<file path="src/dtpc_pkg.sv">
`timescale 1ns / 1ps

package dtpc_pkg;

  localparam logic [1:0] FUNC_ADVANCE = 2'd0;
  localparam logic [1:0] FUNC_WR0     = 2'd1;
  localparam logic [1:0] FUNC_WR1     = 2'd2;

  localparam logic [1:0] MODE_RELOAD  = 2'd0;
  localparam logic [1:0] MODE_INDEP   = 2'd1;
  localparam logic [1:0] MODE_WIDE    = 2'd2;
  localparam logic [1:0] MODE_CASCADE = 2'd3;

  localparam logic [1:0] REG_CTRL     = 2'd0;
  localparam logic [1:0] REG_T0_EN    = 2'd1;
  localparam logic [1:0] REG_T1_EN    = 2'd2;

  localparam int unsigned CNT_W   = 8;
  localparam int unsigned SHIFT_W = 4;

  typedef logic [CNT_W-1:0]   cnt_t;
  typedef logic [SHIFT_W-1:0] shift_t;

endpackage

</file>
<file path="src/dtpc_prescaler.sv">
`timescale 1ns / 1ps

module dtpc_prescaler import dtpc_pkg::*; #(
  parameter int unsigned CYCLE_FIELD_WIDTH = 8,
  parameter int unsigned TOT_W = 9
) (
  input  cnt_t                         acc_i,
  input  logic [CYCLE_FIELD_WIDTH-1:0] cycles_i,
  input  shift_t                       shift_i,
  output logic [TOT_W-1:0]             periods_o,
  output cnt_t                         rem_o
);

  logic [TOT_W-1:0] total;
  logic [TOT_W-1:0] mask;

  assign total     = TOT_W'(acc_i) + TOT_W'(cycles_i);
  assign mask      = (TOT_W'(1) << shift_i) - TOT_W'(1);
  assign periods_o = total >> shift_i;
  assign rem_o     = cnt_t'(total & mask);

endmodule

</file>
<file path="src/dual_timer_prescaled_cascade_top.sv">
`timescale 1ns / 1ps
// An accepted beat's result is registered and offered in the next cycle.
// Throughput: one beat per cycle while in_stall_o is low; counts and prescalers
// update in the accept cycle. The result register frees the input whenever it is
// empty or being taken. Reset (async, rst_ni low): counts, prescalers and config
// registers clear, output valid drops.

module dual_timer_prescaled_cascade_top import dtpc_pkg::*; #(
  parameter int unsigned CYCLE_FIELD_WIDTH = 8
) (
  input  logic                         clk_i,
  input  logic                         rst_ni,
  input  logic                         psel,
  input  logic                         penable,
  input  logic                         pwrite,
  input  logic [3:0]                   paddr,
  input  logic [31:0]                  pwdata,
  output logic [31:0]                  prdata,
  output logic                         pready,
  input  logic                         in_valid_i,
  output logic                         in_stall_o,
  input  logic [1:0]                   func_i,
  input  logic [CYCLE_FIELD_WIDTH-1:0] elapsed_cycles_i,
  input  logic [7:0]                   write_value_i,
  output logic                         out_valid_o,
  input  logic                         out_stall_i,
  output logic [7:0]                   timer0_count_o,
  output logic [7:0]                   timer1_count_o,
  output logic                         timer0_overflow_o,
  output logic                         timer1_overflow_o,
  output logic                         irq_request_o
);

  localparam int unsigned TOT_W   = ((CYCLE_FIELD_WIDTH > CNT_W) ? CYCLE_FIELD_WIDTH : CNT_W) + 1;
  localparam int unsigned SUM_W   = TOT_W + 1;
  localparam int unsigned CARRY_W = SUM_W - CNT_W;
  localparam int unsigned CSUM_W  = ((CARRY_W > CNT_W) ? CARRY_W : CNT_W) + 1;

  // config
  logic [7:0] ctrl_q;
  logic       t0_en_q, t1_en_q;
  logic       cfg_wr;

  assign pready = 1'b1;
  assign cfg_wr = psel & penable & pwrite;

  always_ff @(posedge clk_i or negedge rst_ni) begin
    if (!rst_ni) begin
      ctrl_q  <= '0;
      t0_en_q <= 1'b0;
      t1_en_q <= 1'b0;
    end else if (cfg_wr) begin
      unique case (paddr[3:2])
        REG_CTRL:  ctrl_q  <= pwdata[7:0];
        REG_T0_EN: t0_en_q <= pwdata[0];
        REG_T1_EN: t1_en_q <= pwdata[0];
        default: ;
      endcase
    end
  end

  always_comb begin
    unique case (paddr[3:2])
      REG_CTRL:  prdata = {24'd0, ctrl_q};
      REG_T0_EN: prdata = {31'd0, t0_en_q};
      REG_T1_EN: prdata = {31'd0, t1_en_q};
      default:   prdata = '0;
    endcase
  end

  // handshake
  logic out_valid_q;
  logic accept;

  assign in_stall_o = out_valid_q & out_stall_i;
  assign accept     = in_valid_i & ~in_stall_o;

  // state
  cnt_t count0_q, count0_d;
  cnt_t count1_q, count1_d;
  cnt_t acc0_q, acc0_d;
  cnt_t acc1_q, acc1_d;

  logic [1:0] mode;
  shift_t     shift0, shift1;
  logic [TOT_W-1:0] inc0, inc1;
  cnt_t       rem0, rem1;

  assign mode   = ctrl_q[7:6];
  assign shift0 = (mode == MODE_INDEP) ? shift_t'({2'b00, ctrl_q[5:4]}) + shift_t'(1)
                                       : shift_t'({1'b0, ctrl_q[5:3]}) + shift_t'(1);
  assign shift1 = shift_t'({1'b0, ctrl_q[3:2], 1'b0}) + shift_t'(2);

  dtpc_prescaler #(
    .CYCLE_FIELD_WIDTH(CYCLE_FIELD_WIDTH),
    .TOT_W            (TOT_W)
  ) u_pre0 (
    .acc_i    (acc0_q),
    .cycles_i (elapsed_cycles_i),
    .shift_i  (shift0),
    .periods_o(inc0),
    .rem_o    (rem0)
  );

  dtpc_prescaler #(
    .CYCLE_FIELD_WIDTH(CYCLE_FIELD_WIDTH),
    .TOT_W            (TOT_W)
  ) u_pre1 (
    .acc_i    (acc1_q),
    .cycles_i (elapsed_cycles_i),
    .shift_i  (shift1),
    .periods_o(inc1),
    .rem_o    (rem1)
  );

  logic [SUM_W-1:0]   sum0, sum1b;
  logic [CSUM_W-1:0]  sum1c;
  logic               ovf0;
  logic               f0, f1;

  assign sum0  = SUM_W'(count0_q) + SUM_W'(inc0);
  assign ovf0  = |sum0[SUM_W-1:CNT_W];
  assign sum1c = CSUM_W'(count1_q) + CSUM_W'(sum0[SUM_W-1:CNT_W]);
  assign sum1b = SUM_W'(count1_q) + SUM_W'(inc1);

  always_comb begin
    count0_d = count0_q;
    count1_d = count1_q;
    acc0_d   = acc0_q;
    acc1_d   = acc1_q;
    f0       = 1'b0;
    f1       = 1'b0;
    case (func_i)
      FUNC_WR0: count0_d = write_value_i;
      FUNC_WR1: count1_d = write_value_i;
      FUNC_ADVANCE: begin
        if (t0_en_q) begin
          acc0_d   = rem0;
          count0_d = sum0[CNT_W-1:0];
          case (mode)
            MODE_RELOAD: begin
              if (ovf0) begin
                f0       = t1_en_q;
                count0_d = sum0[CNT_W-1:0] + count1_q;
              end
            end
            MODE_INDEP: f0 = ovf0;
            MODE_WIDE: begin
              if (ovf0) begin
                f1       = |sum1c[CSUM_W-1:CNT_W];
                count1_d = sum1c[CNT_W-1:0];
              end
            end
            default: begin
              f0 = ovf0;
              if (ovf0 && t1_en_q) begin
                f1       = |sum1c[CSUM_W-1:CNT_W];
                count1_d = sum1c[CNT_W-1:0];
              end
            end
          endcase
        end
        if (t1_en_q && mode == MODE_INDEP) begin
          acc1_d   = rem1;
          f1       = |sum1b[SUM_W-1:CNT_W];
          count1_d = sum1b[CNT_W-1:0];
        end
      end
      default: ;
    endcase
  end

  always_ff @(posedge clk_i or negedge rst_ni) begin
    if (!rst_ni) begin
      count0_q    <= '0;
      count1_q    <= '0;
      acc0_q      <= '0;
      acc1_q      <= '0;
      out_valid_q <= 1'b0;
    end else begin
      if (accept) begin
        count0_q <= count0_d;
        count1_q <= count1_d;
        acc0_q   <= acc0_d;
        acc1_q   <= acc1_d;
      end
      if (accept) begin
        out_valid_q <= 1'b1;
      end else if (!out_stall_i) begin
        out_valid_q <= 1'b0;
      end
    end
  end

  // result beat
  cnt_t res0_q, res1_q;
  logic res_f0_q, res_f1_q;

  always_ff @(posedge clk_i) begin
    if (accept) begin
      res0_q   <= count0_d;
      res1_q   <= count1_d;
      res_f0_q <= f0;
      res_f1_q <= f1;
    end
  end

  assign out_valid_o       = out_valid_q;
  assign timer0_count_o    = res0_q;
  assign timer1_count_o    = res1_q;
  assign timer0_overflow_o = res_f0_q;
  assign timer1_overflow_o = res_f1_q;
  assign irq_request_o     = res_f0_q | res_f1_q;

  a_accept_gives_beat: assert property (@(posedge clk_i) disable iff (!rst_ni)
    accept |=> out_valid_o)
    else $error("accepted beat produced no result");

  a_write_no_flags: assert property (@(posedge clk_i) disable iff (!rst_ni)
    accept && func_i != FUNC_ADVANCE |=> !timer0_overflow_o && !timer1_overflow_o)
    else $error("write or idle beat raised a flag");

  a_wr0_value: assert property (@(posedge clk_i) disable iff (!rst_ni)
    accept && func_i == FUNC_WR0 |=> timer0_count_o == $past(write_value_i))
    else $error("timer0 write value lost");

  a_state_hold: assert property (@(posedge clk_i) disable iff (!rst_ni)
    !accept |=> $stable(count0_q) && $stable(count1_q) && $stable(acc0_q) && $stable(acc1_q))
    else $error("timer state moved without a beat");

endmodule
</file>
<file path="config.mk">
export PLATFORM = sky130hd
export DESIGN_NAME = dual_timer_prescaled_cascade_top
export DESIGN_NICKNAME = d
export VERILOG_FILES = /design/src/dtpc_pkg.sv /design/src/dtpc_prescaler.sv /design/src/dual_timer_prescaled_cascade_top.sv
export SDC_FILE = /design/constraint.sdc
export NUM_CORES = 1
export LEC_CHECK = 0
export BUFFER_PORTS_ARGS = -buffer_cell sky130_fd_sc_hd__buf_2
export CAP_MARGIN = 20
export CORE_MARGIN = 1
export CORE_UTILIZATION = 45
export CTS_CLUSTER_SIZE = 24
export DETAILED_ROUTE_END_ITERATION = 8
export GPL_TIMING_DRIVEN = 0
export PLACE_DENSITY = 0.72
export SYNTH_ARGS = -nofsm -noshare
export SYNTH_HDL_FRONTEND = slang
export SYNTH_SLANG_ARGS = --single-unit
</file>
<file path="constraint.sdc">
create_clock -name clk_i -period 13.3 [get_ports clk_i]
set_input_delay 2.66 -clock clk_i [delete_from_list [all_inputs] [get_ports clk_i]]
set_output_delay 2.66 -clock clk_i [all_outputs]
set_load 0.02 [all_outputs]
</file>
==> metrics.txt <==
# TYPE chip_impl_metric gauge
chip_impl_info{name="run_status",value="finished, final reports clean"} 1
chip_impl_info{name="synth.most_common_cell",value="nor2_1"} 1
chip_impl_metric{name="remaining_global_route_overflow",unit=""} 0
chip_impl_metric{name="synth_cells",unit=""} 726
chip_impl_metric{name="clock_path_buffers",unit=""} 2
chip_impl_info{name="cts_tree",value="yes"} 1
chip_impl_metric{name="placement_rows",unit=""} 41
chip_impl_metric{name="synth-edff-count",unit=""} 18
chip_impl_metric{name="tritoncts_num_sinks",unit=""} 61
chip_impl_metric{name="worst_clock_skew",unit="ns"} 0.006953
chip_impl_metric{name="htree_num_levels",unit=""} 3
chip_impl_metric{name="initial_utilization",unit="%"} 46.66
chip_impl_metric{name="detail_route.iter0.violations",unit=""} 456
chip_impl_info{name="critical_path_class",value="primary input to register"} 1
chip_impl_metric{name="power.sequential.fraction",unit="%"} 16.1
chip_impl_metric{name="max_freq",unit="MHz"} 114.2
chip_impl_info{name="rsz_0062_raised_after_global_routing",value="no"} 1
chip_impl_metric{name="groute.layer.met1.usage",unit="%"} 33.30
chip_impl_metric{name="route.vias.total",unit=""} 5763
chip_impl_metric{name="cp_data_required_time",unit="ns"} 13.39
chip_impl_metric{name="synthDistinctLibCells",unit=""} 70
chip_impl_metric{name="area_growth",unit="%"} 15.77
chip_impl_metric{name="netlist_area",unit="µm²"} 5936
chip_impl_metric{name="final_max_slew_viol_count",unit=""} 0
chip_impl_metric{name="ys_seq_area_share",unit="%"} 27.23
chip_impl_metric{name="worst-path-max-fanout",unit=""} 7
chip_impl_metric{name="drt_drc_violations_left",unit=""} 0
chip_impl_metric{name="cts_setup_buffers",unit=""} 0
chip_impl_metric{name="p_switching",unit="W"} 0.0009048
chip_impl_metric{name="setup-violations-final",unit=""} 0
chip_impl_metric{name="totalNegativeSetupSlack",unit="ns"} 0
chip_impl_metric{name="final.hold.worst_slack",unit="ns"} 0.4830
chip_impl_info{name="timing.hold.worst.class",value="register to register"} 1
chip_impl_metric{name="grt_util_met2",unit="%"} 38.46
chip_impl_metric{name="path_clk_slew",unit="ns"} 0.06
chip_impl_metric{name="wire_length_of_the_first_global_routing_pass",unit="µm"} 25740
chip_impl_info{name="worst_setup_path_end_kind",value="register"} 1
chip_impl_metric{name="die_x",unit="µm"} 116.9
chip_impl_metric{name="first_global_vias",unit=""} 5196
chip_impl_metric{name="drt-pass1-iter-count",unit=""} 6
chip_impl_metric{name="cellLeakagePower",unit="nW"} 3.065
chip_impl_metric{name="power.share.combinational",unit="%"} 71.1
chip_impl_metric{name="totalWireLength",unit="µm"} 16100
chip_impl_metric{name="fin_crit_sh",unit="%"} 65.83
chip_impl_metric{name="postRouteAntennaNets",unit=""} 0
chip_impl_metric{name="final-hold-violation-count",unit=""} 0
chip_impl_metric{name="antenna_cells",unit=""} 0
chip_impl_metric{name="clkLatencyLatePin",unit="ns"} 0.34
chip_impl_metric{name="maximum_vdd_drop",unit="mV"} 0.1717
chip_impl_metric{name="y_dimension_of_the_die",unit="µm"} 116.9
chip_impl_metric{name="critical_path_arrival",unit="ns"} 8.85
chip_impl_metric{name="max_cap_violation_count",unit=""} 0
chip_impl_metric{name="period_minus_slack",unit="ns"} 8.755
chip_impl_info{name="cts_root_buf",value="clkbuf_16"} 1
chip_impl_metric{name="cts_buffers",unit=""} 9
chip_impl_metric{name="synth.ff_latch_count",unit=""} 61
chip_impl_metric{name="p_int",unit="W"} 0.0009586
chip_impl_info{name="netlist.top_cell.by_area",value="dfrtp_1"} 1
chip_impl_info{name="critical_path.startpoint_type",value="primary input"} 1
chip_impl_metric{name="ys.warnings.count",unit=""} 0
chip_impl_metric{name="overall_track_demand_over_capacity_in_global_routing",unit="%"} 24.70
chip_impl_metric{name="wl_per_cell",unit="µm"} 16.10
chip_impl_metric{name="asyncSetResetFlopFracSynth",unit="%"} 70.49
chip_impl_metric{name="tightest_slew",unit="ns"} 1.142
chip_impl_metric{name="timing.final.ws_setup",unit="ns"} 4.545
chip_impl_metric{name="pre_cts_slack",unit="ns"} 4.367
chip_impl_metric{name="detailed_place_hpwl",unit="µm"} 12300
chip_impl_metric{name="drive_above_1_share",unit="%"} 16.06
chip_impl_metric{name="layout.nets",unit=""} 933
chip_impl_metric{name="global_route.usage.met3",unit="%"} 4.840
chip_impl_metric{name="die_area",unit="µm²"} 13650
chip_impl_metric{name="design.core.area",unit="µm²"} 12720
chip_impl_info{name="top_usage_layer",value="met2"} 1
chip_impl_metric{name="cts_resizes",unit=""} 0
chip_impl_metric{name="grt_antenna_before_repair",unit=""} 0
chip_impl_metric{name="yosysTopAreaCellShare",unit="%"} 18.13
chip_impl_info{name="synthTopCellsByCount",value="72 x nor2_1, 70 x nand2_1, 53 x a21oi_1"} 1
chip_impl_metric{name="powerDensity",unit="nW/µm²"} 271.2
chip_impl_info{name="synthFlopType",value="dfrtp_1"} 1
chip_impl_metric{name="nFillCells",unit=""} 1222
chip_impl_metric{name="port_buffers",unit=""} 61
chip_impl_metric{name="num_io_pins",unit=""} 115
chip_impl_metric{name="post_cts_hold_buffer_count",unit=""} 0
chip_impl_metric{name="p_clk_share",unit="%"} 12.7
chip_impl_metric{name="grt_max_degree",unit=""} 44
chip_impl_metric{name="via_per_inst",unit=""} 5.763
chip_impl_metric{name="finalWeightedCongestion",unit=""} 0.9704
chip_impl_metric{name="post_synth.cell_area_avg",unit="µm²"} 8.176
chip_impl_metric{name="layout.core_utilization",unit="%"} 54.01
chip_impl_metric{name="netSwitchingFraction",unit="%"} 48.56
chip_impl_info{name="top_cells_by_area_in_the_synthesized_netlist",value="dfrtp_1 18%, edfxtp_1 9.1%, ha_1 9.1%"} 1
chip_impl_metric{name="total_power",unit="W"} 0.001863
chip_impl_metric{name="max_slew_margin",unit="%"} 23.25
cell families after synthesis:
family | Yosys count | share of synthesized area [%]
AND/OR/NAND/NOR | 245 | 20.07
AO/OA/AOI/OAI | 221 | 24.70
buffers and inverters | 94 | 7.799
flip-flops | 61 | 27.23
adder cells (fa/ha/maj) | 49 | 11.09
XOR/XNOR | 28 | 4.132
multiplexers | 26 | 4.848
other | 2 | 0.1265
critical path: stages:
cell       delay, ns
buf_2           0.11
ha_1            0.17
inv_1           0.05
fa_1            0.39
nand2b_1        0.19
a21oi_1         0.21
o22a_1          0.41
a211o_1         0.19
a211oi_1        0.08
mux2_2          0.32
o22a_1          0.21
fa_1            0.44
nor2b_1         0.18
o31a_1          0.20
a2bb2oi_1       0.63
xnor2_1         0.20
ha_1            0.19
inv_1           0.06
fa_1            0.42
nor2b_1         0.20
and2_1          0.20
nand3_1         0.10
xor2_1          0.21
nand2_1         0.09
a221oi_1        0.31
o31ai_1         0.16
mux2_2          0.27
layout by cell type (no fill, tap or decap), types with 13 or more instances in the layout:
master	count
a21oi_1	53
buf_2	62
buf_4	25
clkbuf_1	31
conb_1	25
dfrtp_1	43
edfxtp_1	18
ha_1	43
inv_1	30
mux2_2	14
nand2_1	70
nand3_1	13
nor2_1	72
nor3_1	18
o21ai_0	44
xnor2_1	20
layer usage:
layer  vias up  wire length (µm)  share of wire (%)
li1       2800                 -                  -
met1      2639              7161                 44
met2       274              7137                 44
met3        50              1237                7.7
met4         0               560                3.5
met5         -                 0                  0
metrics by stage:
step	instance area, µm²	std cells
5_1_grt	6872	1000
2_1_floorplan	6022	749
4_1_cts	6844	998
3_5_place_dp	6544	982
3_3_place_gp	6543	982
6_report	6872	1000
area by class of cell:
class                      count  area, µm²  share of cell area (%)
inverter                      30      112.6                   1.639
timing repair buffer          63      332.8                   4.843
clock buffer                   9      225.2                   3.277
clock inverter                 7      75.07                   1.092
tap                          172      215.2                   3.132
multi-input combinational    594       3943                   57.37
buffer                        64      351.6                   5.117
sequential                    61       1617                   23.53
flip-flops by register name, indices dropped and copies added, names as in the netlist, 8 cells and up:
signal / flops
count1_q: 8
ctrl_q: 8
acc0_q: 8
timer0_count_o: 8
timer1_count_o: 8
count0_q: 8
acc1_q: 8
worst paths after layout:
kind	from	to	slack (ns)	cells after the start
worst max-delay path	elapsed_cycles_i[0]	timer1_count_o[6]	4.54	27
worst min-delay path	acc0_q[0]	acc0_q[0]	0.48	2
worst max register to register	ctrl_q[6]	timer1_count_o[6]	6.43	26
worst min register to register	acc0_q[0]	acc0_q[0]	0.48	2
max in group asynchronous	rst_ni	acc1_q[1]	10.68	2
min in group asynchronous	rst_ni	count0_q[5]	2.15	1
power by group through the flow:
| stage | sequential (W) | combinational (W) | clock, W |
|---|---|---|---|
| after floorplan | 0.000292 | 0.00104 | 0 |
| after global placement | 0.000300 | 0.00129 | 0 |
| after detailed placement | 0.000301 | 0.00130 | 0 |
| after CTS | 0.000298 | 0.00131 | 0.000240 |
| after global routing | 0.000306 | 0.00148 | 0.000248 |
| final | 0.000300 | 0.00133 | 0.000237 |
(Power assumes the default switching activity.)
